## src/design/epwf_pkg.sv

```systemverilog
`default_nettype none
package epwf_pkg;

    localparam int unsigned EPWF_QUEUE_DEPTH = 2;
    localparam logic [7:0]  EPWF_DEV_ADDR_RESET = 8'hA2;
    localparam logic [2:0]  EPWF_PAGE_LOG2_RESET = 3'd3;
    localparam logic [2:0]  EPWF_PAGE_LOG2_MAX = 3'd5;

    // Register indexes on the configuration port
    typedef enum logic {
        CFG_DEVICE_ADDRESS = 1'b0,
        CFG_PAGE_SIZE_LOG2 = 1'b1
    } cfg_index_t;

    // Bus action codes
    typedef enum logic [1:0] {
        ACT_START = 2'd0,
        ACT_SEND  = 2'd1,
        ACT_STOP  = 2'd2,
        ACT_POLL  = 2'd3
    } action_t;

    // Steps of the back-end sequencer, in emission order
    typedef enum logic [2:0] {
        STEP_PRE_STOP  = 3'd0,
        STEP_PRE_POLL  = 3'd1,
        STEP_START     = 3'd2,
        STEP_DEV       = 3'd3,
        STEP_ADDR      = 3'd4,
        STEP_DATA      = 3'd5,
        STEP_POST_STOP = 3'd6,
        STEP_POST_POLL = 3'd7
    } step_t;

    // One classified item as handed from front to back
    typedef struct packed {
        logic       pre_close;
        logic       open;
        logic [7:0] seg_addr;
        logic [7:0] data;
        logic       post_close;
    } cmd_t;

endpackage
`default_nettype wire

```

## src/design/eeprom_page_write_framer_top.sv

```systemverilog
// EEPROM page-write framer.
// Input stream (s_*): one item per data byte of a write request. s_tuser marks the
// first byte, whose s_tdata[7:0] carries the start memory address; s_tlast marks the
// final byte. Output stream (m_*): one item per I2C bus action, m_tuser is the action
// (start, send byte, stop, standby poll), m_tdata the byte to send, m_tlast flags the
// last action caused by an input item.
// Configuration port (cfg_*): index 0 writes the device address byte, index 1 the
// page size as log2; write only while the block is idle. cfg_ready is always high.
// With the sequencer idle, an item taken at the input is written into a queue slot, and
// its first action is then registered in the output register that drives m_*.
// Each input item yields 1 to 8 actions, one per cycle while m_tready is high, over
// the single output register; the output channel sets the pace.
// A short queue between the classifier and the action sequencer lets the next bytes
// be taken while earlier actions drain.
// Reset clears the address and segment state and loads the register defaults
// (device address 0xA2, 8-byte pages); no bus action is pending after reset.
// When the receiver stalls, the current action holds and input is taken until the
// queue fills.
`default_nettype none
module eeprom_page_write_framer_top
    import epwf_pkg::*;
#(
    parameter int unsigned QUEUE_DEPTH = EPWF_QUEUE_DEPTH
)
(
    input  wire logic        clk,
    input  wire logic        rst_n,
    input  wire logic        s_tvalid,
    output logic             s_tready,
    input  wire logic [15:0] s_tdata,   // [7:0] start_addr, [15:8] data_byte
    input  wire logic        s_tuser,   // [0] first
    input  wire logic        s_tlast,
    output logic             m_tvalid,
    input  wire logic        m_tready,
    output logic [7:0]       m_tdata,   // [7:0] tx_value
    output logic [1:0]       m_tuser,   // [1:0] action
    output logic             m_tlast,
    input  wire logic        cfg_valid,
    output logic             cfg_ready,
    input  wire logic        cfg_index,
    input  wire logic [7:0]  cfg_data
);

    logic [7:0] dev_addr_reg;
    logic [2:0] page_log2_reg;
    logic       push;
    cmd_t       push_cmd;
    logic       queue_full;
    logic       head_valid;
    cmd_t       head_cmd;
    logic       pop;

    assign cfg_ready = 1'b1;

    always_ff @(posedge clk or negedge rst_n)
    begin
        if (!rst_n)
        begin
            dev_addr_reg  <= EPWF_DEV_ADDR_RESET;
            page_log2_reg <= EPWF_PAGE_LOG2_RESET;
        end
        else if (cfg_valid && cfg_ready)
        begin
            case (cfg_index_t'(cfg_index))
                CFG_DEVICE_ADDRESS: dev_addr_reg  <= cfg_data;
                CFG_PAGE_SIZE_LOG2: page_log2_reg <= cfg_data[2:0];
                default:            dev_addr_reg  <= dev_addr_reg;
            endcase
        end
    end

    epwf_front u_front (
        .clk            (clk),
        .rst_n          (rst_n),
        .in_valid       (s_tvalid),
        .in_ready       (s_tready),
        .start_addr     (s_tdata[7:0]),
        .first          (s_tuser),
        .data_byte      (s_tdata[15:8]),
        .final_byte     (s_tlast),
        .page_size_log2 (page_log2_reg),
        .queue_full     (queue_full),
        .push           (push),
        .push_cmd       (push_cmd)
    );

    epwf_queue #(
        .DEPTH (QUEUE_DEPTH)
    ) u_queue (
        .clk        (clk),
        .rst_n      (rst_n),
        .push       (push),
        .push_cmd   (push_cmd),
        .full       (queue_full),
        .pop        (pop),
        .head_valid (head_valid),
        .head_cmd   (head_cmd)
    );

    epwf_back u_back (
        .clk            (clk),
        .rst_n          (rst_n),
        .cmd_valid      (head_valid),
        .cmd            (head_cmd),
        .cmd_pop        (pop),
        .device_address (dev_addr_reg),
        .out_valid      (m_tvalid),
        .out_ready      (m_tready),
        .out_value      (m_tdata),
        .out_action     (m_tuser),
        .out_last       (m_tlast)
    );

endmodule
`default_nettype wire

```

## src/design/epwf_front.sv

```systemverilog
`default_nettype none
module epwf_front
    import epwf_pkg::*;
(
    input  wire logic       clk,
    input  wire logic       rst_n,
    input  wire logic       in_valid,
    output logic            in_ready,
    input  wire logic [7:0] start_addr,
    input  wire logic       first,
    input  wire logic [7:0] data_byte,
    input  wire logic       final_byte,
    input  wire logic [2:0] page_size_log2,
    input  wire logic       queue_full,
    output logic            push,
    output cmd_t            push_cmd
);

    logic [7:0] next_addr_reg;
    logic [7:0] next_addr_next;
    logic       seg_open_reg;
    logic       seg_open_next;
    logic [2:0] lg;
    logic [7:0] mask;
    logic [7:0] base;
    logic [7:0] addr_inc;
    logic       boundary;

    assign in_ready = !queue_full;
    assign push     = in_valid && in_ready;

    always_comb
    begin
        lg       = (page_size_log2 > EPWF_PAGE_LOG2_MAX) ? EPWF_PAGE_LOG2_MAX : page_size_log2;
        mask     = (8'd1 << lg) - 8'd1;
        base     = first ? start_addr : next_addr_reg;
        addr_inc = base + 8'd1;
        boundary = ((addr_inc & mask) == 8'd0);

        push_cmd.pre_close  = first && seg_open_reg;
        push_cmd.open       = first || !seg_open_reg;
        push_cmd.seg_addr   = base;
        push_cmd.data       = data_byte;
        push_cmd.post_close = final_byte || boundary;

        next_addr_next = next_addr_reg;
        seg_open_next  = seg_open_reg;
        if (push)
        begin
            next_addr_next = addr_inc;
            seg_open_next  = !push_cmd.post_close;
        end
    end

    always_ff @(posedge clk or negedge rst_n)
    begin
        if (!rst_n)
        begin
            next_addr_reg <= 8'd0;
            seg_open_reg  <= 1'b0;
        end
        else
        begin
            next_addr_reg <= next_addr_next;
            seg_open_reg  <= seg_open_next;
        end
    end

endmodule
`default_nettype wire

```

## src/design/epwf_queue.sv

```systemverilog
`default_nettype none
module epwf_queue
    import epwf_pkg::*;
#(
    parameter int unsigned DEPTH = EPWF_QUEUE_DEPTH
)
(
    input  wire logic clk,
    input  wire logic rst_n,
    input  wire logic push,
    input  wire cmd_t push_cmd,
    output logic      full,
    input  wire logic pop,
    output logic      head_valid,
    output cmd_t      head_cmd
);

    localparam int unsigned PTR_W = (DEPTH > 1) ? $clog2(DEPTH) : 1;
    localparam int unsigned CNT_W = $clog2(DEPTH + 1);

    cmd_t             slot_reg [DEPTH];
    logic [PTR_W-1:0] wr_ptr_reg;
    logic [PTR_W-1:0] wr_ptr_next;
    logic [PTR_W-1:0] rd_ptr_reg;
    logic [PTR_W-1:0] rd_ptr_next;
    logic [CNT_W-1:0] count_reg;
    logic [CNT_W-1:0] count_next;

    assign full       = (count_reg == CNT_W'(DEPTH));
    assign head_valid = (count_reg != '0);
    assign head_cmd   = slot_reg[rd_ptr_reg];

    always_comb
    begin
        wr_ptr_next = wr_ptr_reg;
        rd_ptr_next = rd_ptr_reg;
        count_next  = count_reg;
        if (push)
        begin
            wr_ptr_next = (wr_ptr_reg == PTR_W'(DEPTH - 1)) ? '0 : wr_ptr_reg + PTR_W'(1);
        end
        if (pop)
        begin
            rd_ptr_next = (rd_ptr_reg == PTR_W'(DEPTH - 1)) ? '0 : rd_ptr_reg + PTR_W'(1);
        end
        if (push && !pop)
        begin
            count_next = count_reg + CNT_W'(1);
        end
        else if (pop && !push)
        begin
            count_next = count_reg - CNT_W'(1);
        end
    end

    always_ff @(posedge clk)
    begin
        if (push)
        begin
            slot_reg[wr_ptr_reg] <= push_cmd;
        end
    end

    always_ff @(posedge clk or negedge rst_n)
    begin
        if (!rst_n)
        begin
            wr_ptr_reg <= '0;
            rd_ptr_reg <= '0;
            count_reg  <= '0;
        end
        else
        begin
            wr_ptr_reg <= wr_ptr_next;
            rd_ptr_reg <= rd_ptr_next;
            count_reg  <= count_next;
        end
    end

endmodule
`default_nettype wire

```

## src/design/epwf_back.sv

```systemverilog
`default_nettype none
module epwf_back
    import epwf_pkg::*;
(
    input  wire logic       clk,
    input  wire logic       rst_n,
    input  wire logic       cmd_valid,
    input  wire cmd_t       cmd,
    output logic            cmd_pop,
    input  wire logic [7:0] device_address,
    output logic            out_valid,
    input  wire logic       out_ready,
    output logic [7:0]      out_value,
    output logic [1:0]      out_action,
    output logic            out_last
);

    step_t      step_reg;
    step_t      step_next;
    logic       active_reg;
    logic       active_next;
    step_t      cur_step;
    step_t      succ_step;
    logic       cmd_done;
    logic       load;
    action_t    act;
    logic [7:0] val;

    logic       out_valid_reg;
    logic       out_valid_next;
    logic [7:0] out_value_reg;
    logic [1:0] out_action_reg;
    logic       out_last_reg;

    assign load    = cmd_valid && (!out_valid_reg || out_ready);
    assign cmd_pop = load && cmd_done;

    // First step of a fresh item comes from its classification
    always_comb
    begin
        if (active_reg)
        begin
            cur_step = step_reg;
        end
        else if (cmd.pre_close)
        begin
            cur_step = STEP_PRE_STOP;
        end
        else if (cmd.open)
        begin
            cur_step = STEP_START;
        end
        else
        begin
            cur_step = STEP_DATA;
        end
    end

    // Next state
    always_comb
    begin
        succ_step = cur_step;
        cmd_done  = 1'b0;
        case (cur_step)
            STEP_PRE_STOP:  succ_step = STEP_PRE_POLL;
            STEP_PRE_POLL:  succ_step = STEP_START;
            STEP_START:     succ_step = STEP_DEV;
            STEP_DEV:       succ_step = STEP_ADDR;
            STEP_ADDR:      succ_step = STEP_DATA;
            STEP_DATA:
            begin
                succ_step = STEP_POST_STOP;
                cmd_done  = !cmd.post_close;
            end
            STEP_POST_STOP: succ_step = STEP_POST_POLL;
            STEP_POST_POLL: cmd_done  = 1'b1;
            default:        cmd_done  = 1'b1;
        endcase

        step_next   = step_reg;
        active_next = active_reg;
        if (load)
        begin
            step_next   = succ_step;
            active_next = !cmd_done;
        end
    end

    // Outputs of the current step
    always_comb
    begin
        act = ACT_SEND;
        val = 8'd0;
        case (cur_step)
            STEP_PRE_STOP:  act = ACT_STOP;
            STEP_PRE_POLL:  act = ACT_POLL;
            STEP_START:     act = ACT_START;
            STEP_DEV:       val = {device_address[7:1], 1'b0};
            STEP_ADDR:      val = cmd.seg_addr;
            STEP_DATA:      val = cmd.data;
            STEP_POST_STOP: act = ACT_STOP;
            STEP_POST_POLL: act = ACT_POLL;
            default:        act = ACT_STOP;
        endcase
    end

    assign out_valid_next = load || (out_valid_reg && !out_ready);

    always_ff @(posedge clk or negedge rst_n)
    begin
        if (!rst_n)
        begin
            step_reg      <= STEP_PRE_STOP;
            active_reg    <= 1'b0;
            out_valid_reg <= 1'b0;
        end
        else
        begin
            step_reg      <= step_next;
            active_reg    <= active_next;
            out_valid_reg <= out_valid_next;
        end
    end

    always_ff @(posedge clk)
    begin
        if (load)
        begin
            out_value_reg  <= val;
            out_action_reg <= act;
            out_last_reg   <= cmd_done;
        end
    end

    assign out_valid  = out_valid_reg;
    assign out_value  = out_value_reg;
    assign out_action = out_action_reg;
    assign out_last   = out_last_reg;

endmodule
`default_nettype wire

```

## config.mk

```make
export PLATFORM = sky130hd
export DESIGN_NAME = eeprom_page_write_framer_top
export DESIGN_NICKNAME = d
export VERILOG_FILES = /design/src/design/epwf_pkg.sv /design/src/design/eeprom_page_write_framer_top.sv /design/src/design/epwf_front.sv /design/src/design/epwf_queue.sv /design/src/design/epwf_back.sv
export SDC_FILE = /design/constraint.sdc
export NUM_CORES = 1
export LEC_CHECK = 0
export ABC_AREA = 1
export ABC_CLOCK_PERIOD_IN_PS = 6800
export BUFFER_PORTS_ARGS = -buffer_cell sky130_fd_sc_hd__buf_2
export CAP_MARGIN = 20
export CELL_PAD_IN_SITES_DETAIL_PLACEMENT = 1
export CELL_PAD_IN_SITES_GLOBAL_PLACEMENT = 2
export CORE_MARGIN = 3
export CORE_UTILIZATION = 40
export CTS_BUF_LIST = sky130_fd_sc_hd__clkbuf_4 sky130_fd_sc_hd__clkbuf_8
export DETAILED_ROUTE_END_ITERATION = 8
export GPL_TIMING_DRIVEN = 0
export HOLD_SLACK_MARGIN = 0.03
export PLACE_DENSITY_LB_ADDON = 0.3
export RECOVER_POWER = 50
export SYNTH_ARGS = -nofsm -noshare
export SYNTH_HDL_FRONTEND = slang
export SYNTH_SLANG_ARGS = --single-unit
```

## constraint.sdc

```tcl
create_clock -name clk -period 6.8 [get_ports clk]
set_clock_uncertainty 0.15 [all_clocks]
set_input_delay 0.34 -clock clk [delete_from_list [all_inputs] [get_ports clk]]
set_output_delay 0.34 -clock clk [all_outputs]
set_load 0.01 [all_outputs]
```

==> summary.txt, run 1 <==
Critical Path AT -> 2760 ps
Mapped Area -> 0.00351 mm2
die area -> 0.00994 mm2
CP max FO -> 13
final wirelength -> 7.96 mm
first-pass GRT wire length -> 13.7 mm
Sequential Power Share -> 44.1%
reported net switching power -> 0.631 mW
Setup TNS Final -> 0 ps
Final period util -> 39.4%
CTS tree -> done
Worst setup SP type -> flop
CP endpoint -> u_queue.count_reg[1]
Post-synth ARST share -> 36.4%
placed wire-length estimate -> 5.72 mm
CTS Buffer Depth -> 2
initial antenna violation count -> 0
Final ANT Viol Nets -> 0
Setup WS pre-CTS -> 4090 ps
Lkg Pwr -> 1.84 nW
Synth top area share -> 41.9%
Routed met3 length -> 246 um
detailed-route wire length per cell -> 14.8 um
Hold WC Path Type -> input pin to flop
crit path kind -> flop to flop
antenna cells -> 0
Slew HR -> -12.3%
first-iteration detailed-routing DRC count -> 37
post-synthesis sequential area ratio -> 62.0%
Reg2Reg Launch Point -> u_queue.count_reg[0]
Worst setup startpoint -> u_queue.count_reg[0]
status -> complete, but fails checks
post-route minimum period -> 2680 ps
failing checks -> max-capacitance violations, max-slew violations
initial core utilization -> 41.9%
PostCTS Resize Cnt -> 0
Die W -> 99.7 um
syn avg cell area -> 9.63 um2
H-tree levels -> 3
drc violations -> 0
cell taking the most area after synthesis -> edfxtp_1
post-DR vias/cell -> 4.81
Max Used Layer -> met4
routed wl met2 -> 3.91 mm
CP Data Required Time -> 6880 ps
Vert. Die Dim -> 99.7 um
clock power share -> 20.8%
share of cells above drive strength 1 -> 16.0%
Design Power -> 1.71 mW
nets@finish -> 462
Core Region -> 0.00838 mm2
Final WS setup -> 4120 ps
Comb pwr share -> 35.1%
number of synthesized flops with an enable pin -> 49
pin count of the biggest net entering global routing -> 29
fill cell count -> 1001
gpl congestion -> 0.745
Max VDD drop -> 0.137 mV
Cell Rows -> 33
most frequent cells in the layout -> nand2_1, edfxtp_1, inv_1
Yosys warning count -> 0
Pwr Density -> 414 mW/mm2
CP Capture Type -> flop
Pint -> 1.07 mW
Syn Inst Count -> 365
WL met1 -> 3.69 mm
Num CTS Buffers -> 9
Mapped Nets -> 400
final hold vios -> 0
vias in the first global route -> 2788
Tot GR Track Use -> 17.7%
Reg clk slew, reported paths -> 80 ps
Synth cell types -> 33
setup violators final -> 0
RR Endpoint -> u_queue.count_reg[1]
Clock Latency Late Sink -> 350 ps
top cells by area, synth -> edfxtp_1, nand2_1, dfrtp_1
GRT overflow -> 0
Root Driver -> clkbuf_8
max-cap violation count -> 1
Top FF cell, synth -> edfxtp_1
Sw Share -> 37.0%
Area Growth Syn to Fin -> 17.3%
DR vias -> 2584
Yosys reg bits -> 77
Fmax -> 373 MHz
CTS sink count -> 77
Final Max Tran Viols -> 29
number of flip-flops under the largest register name -> 38
RSZ-0062 raised after global routing -> no
Reg2Reg Depth -> 7
I/O pin count -> 46
drt pass-1 iters -> 4
PortBufs -> 44
commonest non-fill, non-tap cell in the layout -> nand2_1
r2r setup slk -> 4120 ps
slew at the pin closest to its max-slew limit -> 1680 ps
-- synthesized netlist by cell type, types with 2 or more instances --
library cell	number
a21oi_1	5
nand3_1	18
nand4_1	2
a31oi_1	2
clkbuf_1	3
xor2_1	2
edfxtp_1	49
o21ai_0	17
mux2_2	6
buf_6	2
dfrtp_1	23
buf_4	3
nand2_2	4
ha_1	3
inv_2	2
nand2_1	156
xnor2_1	2
dfstp_2	5
nor2_1	16
inv_1	30
or2_2	2
nor2_2	2
-- kinds of logic after synthesis --
kind of cell	synth area share [%]
buffers and inverters	5.13
AND/OR/NAND/NOR	24.0
other	0.107
multiplexers	1.92
flip-flops	62.0
adder cells (fa/ha/maj)	1.07
XOR/XNOR	0.997
AO/OA/AOI/OAI	4.81
-- power groups by stage --
| stage | clock (mW) | combinational, mW | sequential (mW) |
|---|---|---|---|
| 2_1_floorplan | 0 | 0.399 | 0.769 |
| 3_3_place_gp | 0 | 0.581 | 0.759 |
| 3_5_place_dp | 0 | 0.619 | 0.762 |
| 4_1_cts | 0.362 | 0.623 | 0.753 |
| 5_1_grt | 0.386 | 0.695 | 0.770 |
| 6_report | 0.355 | 0.599 | 0.752 |
-- layout make-up --
type | instances | area (um2) | area share [%]
Sequential cell | 77 | 2180 | 52.9
Multi-Input combinational cell | 247 | 1160 | 28.1
Timing Repair Buffer | 51 | 278 | 6.74
Clock buffer | 11 | 145 | 3.52
Tap cell | 105 | 131 | 3.19
Inverter | 33 | 124 | 3.01
Clock inverter | 5 | 58.8 | 1.43
Buffer | 8 | 48.8 | 1.18
-- how the worst min path moves through the flow --
stage	startpoint	endpoint	cells past startpoint
5_1_grt	m_tready	u_back.out_valid	2
4_1_cts	s_tdata[15]	u_queue.slot_reg[0][8]	1
3_3_place_gp	rst_n	u_queue.count_reg[1]	1
2_1_floorplan	rst_n	dev_addr_reg[2]	0
6_report	s_tdata[14]	u_queue.slot_reg[1][7]	1
3_5_place_dp	rst_n	u_queue.count_reg[1]	1
-- routing by layer --
metal | GRT usage (%) | vias up
met2 | 29.9 | 40
met1 | 22.8 | 1236
met3 | 2.88 | 10
met4 | 7.04 | 0
met5 | 0 | -
li1 | - | 1298
-- worst max-delay path, cell delays in order (launching register included) --
cell     delay [ps]
dfrtp_1         420
o22ai_1         600
inv_1           460
nand2_1         270
ha_1            280
a21oi_1         110
o21ai_0         110
xor2_1          150
-- metrics by stage --
step / hold slack, ps / instances / instance area, um2 / util [%]
after global placement: 274 / 514 / 3860 / 46.1
after global routing: 61.8 / 537 / 4120 / 49.2
final: 56.5 / 537 / 4120 / 49.2
after floorplan: -106 / 365 / 3510 / -
after CTS: 31.4 / 536 / 4140 / 49.4
after detailed placement: 287 / 516 / 3900 / 46.5
-- repair_timing --
item,in CTS,in global routing
endpoints found under the hold margin,29,2
setup buffers,0,0
hold buffers,4,1
Power figures use the tool's default switching activity.
==> run 2: changes to the inputs <==
ABC_CLOCK_PERIOD_IN_PS = 2400   (was 6800)
CORE_UTILIZATION = 34   (was 40)
clock period = 2.4 ns   (was 6.8 ns; I/O delays follow)
==> run 2 against run 1 <==
  * The run still ends with max-capacitance violations, max-slew violations left
  * Final area rose by 7.6%
  * Die area is 17% higher
  * Sequential power grew to 2.9 times the previous value
  * Register-to-register slack lost 3900 ps
  * Sequential cell count unchanged
  * Final cell count grew 9.1%
  * Core utilization down 4.4 points
  * Largest cell class unchanged
  * Largest power group unchanged
==> summary.txt, run 2 (synthesized netlist as in run 1, its figures left out) <==
Root Driver -> clkbuf_8
slew at the pin closest to its max-slew limit -> 1820 ps
setup violators final -> 0
first-iteration detailed-routing DRC count -> 124
number of flip-flops under the largest register name -> 38
CP endpoint -> u_queue.count_reg[1]
Slew HR -> -21.0%
Hold Worst Slack -> 58.6 ps
placed wire-length estimate -> 6.09 mm
Tot GR Track Use -> 16.3%
Worst setup SP type -> flop
antenna cells -> 0
fin util -> 44.8%
share of cells above drive strength 1 -> 17.2%
RSZ-0062 raised after global routing -> no
I/O pin count -> 46
Hold WC Path Type -> input pin to flop
drt pass-1 iters -> 4
Num CTS Buffers -> 9
RR Endpoint -> u_queue.count_reg[1]
CP Capture Type -> flop
final wirelength -> 8.58 mm
Die W -> 108 um
final hold vios -> 0
die area -> 0.0116 mm2
GRT overflow -> 0
CP Data Required Time -> 2470 ps
drc violations -> 0
commonest non-fill, non-tap cell in the layout -> nand2_1
first-pass GRT wire length -> 14.4 mm
Clock Latency Late Sink -> 350 ps
Reg2Reg Launch Point -> u_queue.rd_ptr_reg
post-DR vias/cell -> 4.52
CP max FO -> 10
PortBufs -> 44
Fmax -> 452 MHz
CTS tree -> done
vias in the first global route -> 2879
Vert. Die Dim -> 108 um
crit path kind -> flop to flop
CTS Buffer Depth -> 2
H-tree levels -> 3
Critical Path AT -> 2280 ps
Reg2Reg Depth -> 14
Cell Rows -> 36
detailed-route wire length per cell -> 14.6 um
Pwr Density -> 1150 mW/mm2
post-route minimum period -> 2210 ps
pin count of the biggest net entering global routing -> 29
Worst setup startpoint -> u_queue.rd_ptr_reg
status -> complete, but fails checks
Core Region -> 0.00991 mm2
nets@finish -> 483
Final Max Tran Viols -> 29
Reg clk slew, reported paths -> 80 ps
Lkg Pwr -> 1.95 nW
failing checks -> max-capacitance violations, max-slew violations
max-cap violation count -> 1
Max VDD drop -> 0.318 mV
Area Growth Syn to Fin -> 26.2%
Final ANT Viol Nets -> 0
initial antenna violation count -> 0
DR vias -> 2650
most frequent cells in the layout -> nand2_1, edfxtp_1, inv_1
gpl congestion -> 0.794
initial core utilization -> 35.5%
r2r setup slk -> 190 ps
Final period util -> 92.1%
CTS sink count -> 77
[run 2: cell type report]
cell class	count	area (um2)
fillers	1157	5470
flip-flops and latches	77	2180
multi-input cells	247	1180
repair buffers	72	479
well taps	133	166
clock buffers	11	145
inverters	33	124
clock inverters	5	98.8
plain buffers	8	60.1
[run 2: worst max-delay path, cell delays in order, from the launching register on]
cell and delay, ps:
dfrtp_1 400, inv_2 60, buf_6 150, a21oi_4 130, nand2_1 110, nand2_4 130, inv_1 60, nand2_1 50
nand3_1 100, inv_2 80, nand2_2 80, ha_4 240, a21oi_1 100, o21ai_0 110, xor2_1 150
[run 2: power breakdown]
part	total, mW	internal (mW)	switching (mW)
sequential	2.15	1.96	0.182
clock	1.18	0.726	0.459
combinational	1.78	0.619	1.16
total	5.11	3.31	1.81
[run 2: worst min path at each step]
stage                from                 endpoint  slack (ps)  cells after the start
4_1_cts        s_tdata[4]  u_queue.slot_reg[0][13]          50                      3
5_1_grt        s_tdata[4]  u_queue.slot_reg[0][13]          50                      3
3_3_place_gp        rst_n     u_queue.count_reg[0]          60                      1
6_report       s_tdata[4]  u_queue.slot_reg[0][13]          60                      3
3_5_place_dp        rst_n     u_queue.count_reg[1]          90                      1
2_1_floorplan       rst_n          dev_addr_reg[2]        -330                      0
[run 2: layer usage]
metal  vias to the layer above  GRT usage [%]  share of wire, %
met3                        11           3.36               3.3
met1                      1259           19.8                44
met2                        38           29.2                52
met5                         -              0                 0
li1                       1342              -                 -
met4                         0           4.51               1.1
[run 2: timing repair]
action                                  CTS  global route
gates cloned                              0             0
hold endpoints to repair                 55             0
resized for setup                         3             5
hold buffers                             24             0
endpoints found under the setup margin    1             1
pin swaps                                 0             1
setup buffers                             0             2
[run 2: metrics by stage]
stage / power (mW) / setup slack (ps) / TNS (ps) / std cells / cell area (um2)
6_report: 5.11 / 189 / 0 / 586 / 4440
5_1_grt: 5.54 / 13.1 / 0 / 586 / 4440
4_1_cts: 5.17 / 9.68 / 0 / 584 / 4430
3_5_place_dp: 3.92 / -192 / -192 / 544 / 3940
3_3_place_gp: 3.81 / -427 / -11500 / 542 / 3900
2_1_floorplan: 3.31 / 172 / 0 / 365 / 3510
==> run 3: changes to the inputs <==
--- a/config.mk
+++ b/config.mk
@@ -21,2 +21,3 @@
 export RECOVER_POWER = 50
+export SLEW_MARGIN = 20
 export SYNTH_ARGS = -nofsm -noshare
--- a/constraint.sdc
+++ b/constraint.sdc
@@ -4,2 +4,2 @@
 set_output_delay 0.12 -clock clk [all_outputs]
-set_load 0.01 [all_outputs]
+set_load 0.05 [all_outputs]
==> run 3 against run 2 <==
  * The flow still finishes with violations (max-capacitance violations, max-slew violations)
  * Hold slack got worse by 12 ps
  * Combinational power is 19% higher
  * Non-clock buffer count shrank 1
  * First-iteration DRC count fell by 60%
  * Critical endpoint unchanged
  * Global-route usage decreased by 0.51 points
  * Worst setup slack got worse by 69 ps
  * Core utilization decreased by 0.58 points
  * Via count up 0.79%
  * Die area unchanged
  * Sequential cell count did not move
  * Maximum frequency down 3.0%
  * Final cell count shrank 0.17%
==> summary.txt, run 3 (synthesized netlist as in run 1, its figures left out) <==
final wirelength -> 8.49 mm
initial antenna violation count -> 0
fill cell count -> 1176
hold depth -> 3
Design Power -> 5.24 mW
Final period util -> 95.0%
WP buf/inv -> 3
Sequential Power Share -> 41.0%
Area Growth Syn to Fin -> 24.6%
placed inst area -> 0.00392 mm2
Reg clk slew, reported paths -> 80 ps
H-tree levels -> 3
number of flip-flops under the largest register name -> 38
Slew HR -> -16.1%
failing checks -> max-capacitance violations, max-slew violations
Lkg Pwr -> 1.92 nW
CP max FO -> 6
fin area -> 0.00438 mm2
Tot GR Track Use -> 15.8%
crit path kind -> flop to flop
post-DR vias/cell -> 4.57
DR vias -> 2671
CP Capture Type -> flop
Hold WC Path Type -> input pin to flop
r2r setup slk -> 120 ps
most frequent cells in the layout -> nand2_1, edfxtp_1, inv_1
vias in the first global route -> 2866
PortBufs -> 44
setup violators final -> 0
drt pass-1 iters -> 4
first-iteration detailed-routing DRC count -> 49
crit-path max cell delay -> 420 ps
reported net switching power -> 2.18 mW
CP Data Required Time -> 2480 ps
antenna cells -> 0
Setup TNS Final -> 0 ps
drc violations -> 0
pin count of the biggest net entering global routing -> 29
Reg2Reg Depth -> 14
Num CTS Buffers -> 9
Final Max Tran Viols -> 29
status -> complete, but fails checks
Pint -> 3.07 mW
slew at the pin closest to its max-slew limit -> 1740 ps
Reg2Reg Launch Point -> u_back.active_reg
post-route minimum period -> 2280 ps
FF/Latch Area -> 0.00218 mm2
first-pass GRT wire length -> 14.2 mm
gpl congestion -> 0.817
Final ANT Viol Nets -> 0
I/O pin count -> 46
Fmax -> 439 MHz
Pwr Density -> 1200 mW/mm2
final hold vios -> 0
Root Driver -> clkbuf_8
Hold EP -> u_queue.slot_reg[0][13]
Comb pwr share -> 40.3%
Final Non-Filler Cells -> 585
Sw Share -> 41.5%
detailed-route wire length per cell -> 14.5 um
Clock Latency Late Sink -> 350 ps
RR Endpoint -> u_queue.count_reg[1]
area occupied by multi-input gates -> 0.00119 mm2
max-cap violation count -> 1
crit-path cells -> inv_2 -> nand2_1 -> a21oi_4 -> nand2_2 -> nand2_4 -> inv_1 -> nand2_1 -> nand3_1 -> inv_2 -> nand2_2 -> ha_4 -> a21oi_1 -> o21ai_0 -> xor2_1
placed wire-length estimate -> 5.99 mm
Worst Min Path Start -> s_tdata[4]
Critical Path AT -> 2360 ps
nets@finish -> 482
share of cells above drive strength 1 -> 17.3%
Inst Count DP -> 543
CTS Buffer Depth -> 2
clock power share -> 18.7%
CTS tree -> done
initial core utilization -> 35.5%
Cell Rows -> 36
Max stage delay cell, worst path -> dfrtp_1
delay-heaviest family, CP -> simple AND/OR/NAND/NOR gates
Vert. Die Dim -> 108 um
Die W -> 108 um
Worst setup startpoint -> u_back.active_reg
Max VDD drop -> 0.424 mV
commonest non-fill, non-tap cell in the layout -> nand2_1
Worst setup SP type -> flop
die area -> 0.0116 mm2
Core Region -> 0.00991 mm2
GRT overflow -> 0
CTS sink count -> 77
## run 3: layout make-up
type	instances	share of cell area (%)
flip-flops and latches	77	49.8
multi-input cells	247	27.2
repair buffers	71	10.6
well taps	133	3.80
clock buffers	10	3.00
inverters	33	2.83
clock inverters	6	1.46
plain buffers	8	1.37
## run 3: stage by stage
stage | hold WS (ps) | utilization (%) | setup WS, ps
global placement | 62.2 | 39.4 | -201
global route | 35.4 | 44.2 | -12.4
CTS | 33.7 | 44.2 | 17.8
finish | 46.9 | 44.2 | 120
floorplan | -326 | - | 0.0743
detailed placement | 76.9 | 39.6 | -248
## run 3: worst max path at each step
| stage | depth (start not counted) | end |
|---|---|---|
| 2_1_floorplan | 4 | u_queue.slot_reg[1][0] |
| 3_5_place_dp | 7 | u_queue.count_reg[1] |
| 4_1_cts | 14 | u_queue.count_reg[1] |
| 6_report | 14 | u_queue.count_reg[1] |
| 5_1_grt | 14 | u_queue.count_reg[1] |
| 3_3_place_gp | 4 | u_queue.slot_reg[1][4] |
## run 3: worst register-to-register path: stages, from the launching register on
cell and delay [ps]:
dfrtp_1 420, inv_2 110, nand2_1 90, a21oi_4 140, nand2_2 90, nand2_4 100
inv_1 60, nand2_1 60, nand3_1 110, inv_2 100, nand2_2 90, ha_4 240
a21oi_1 130, o21ai_0 120, xor2_1 150
## run 3: power by group through the flow
| stage | clock network, mW | registers (mW) | logic, mW |
|---|---|---|---|
| final | 0.979 | 2.15 | 2.12 |
| after CTS | 1.01 | 2.15 | 2.14 |
| after floorplan | 0 | 2.49 | 1.16 |
| after global routing | 1.06 | 2.20 | 2.40 |
| after global placement | 0 | 2.15 | 1.99 |
| after detailed placement | 0 | 2.17 | 2.08 |
## run 3: metal layers
| layer | part of all wire, % | wire, um | GRT usage (%) | vias up |
|---|---|---|---|---|
| met5 | 0 | 0 | 0 | - |
| met4 | 1.5 | 130 | 5.77 | 0 |
| met3 | 3.2 | 274 | 2.94 | 10 |
| met2 | 50 | 4240 | 26.9 | 44 |
| met1 | 45 | 3840 | 20.0 | 1274 |
| li1 | - | - | - | 1343 |
## run 3: repair_timing
action                                  4_1_cts  5_1_grt
resized for setup                             6        4
endpoints found under the setup margin       20        1
hold endpoints to repair                     57        0
gates cloned                                  0        0
buffers inserted                              0        2
hold buffers                                 24        0
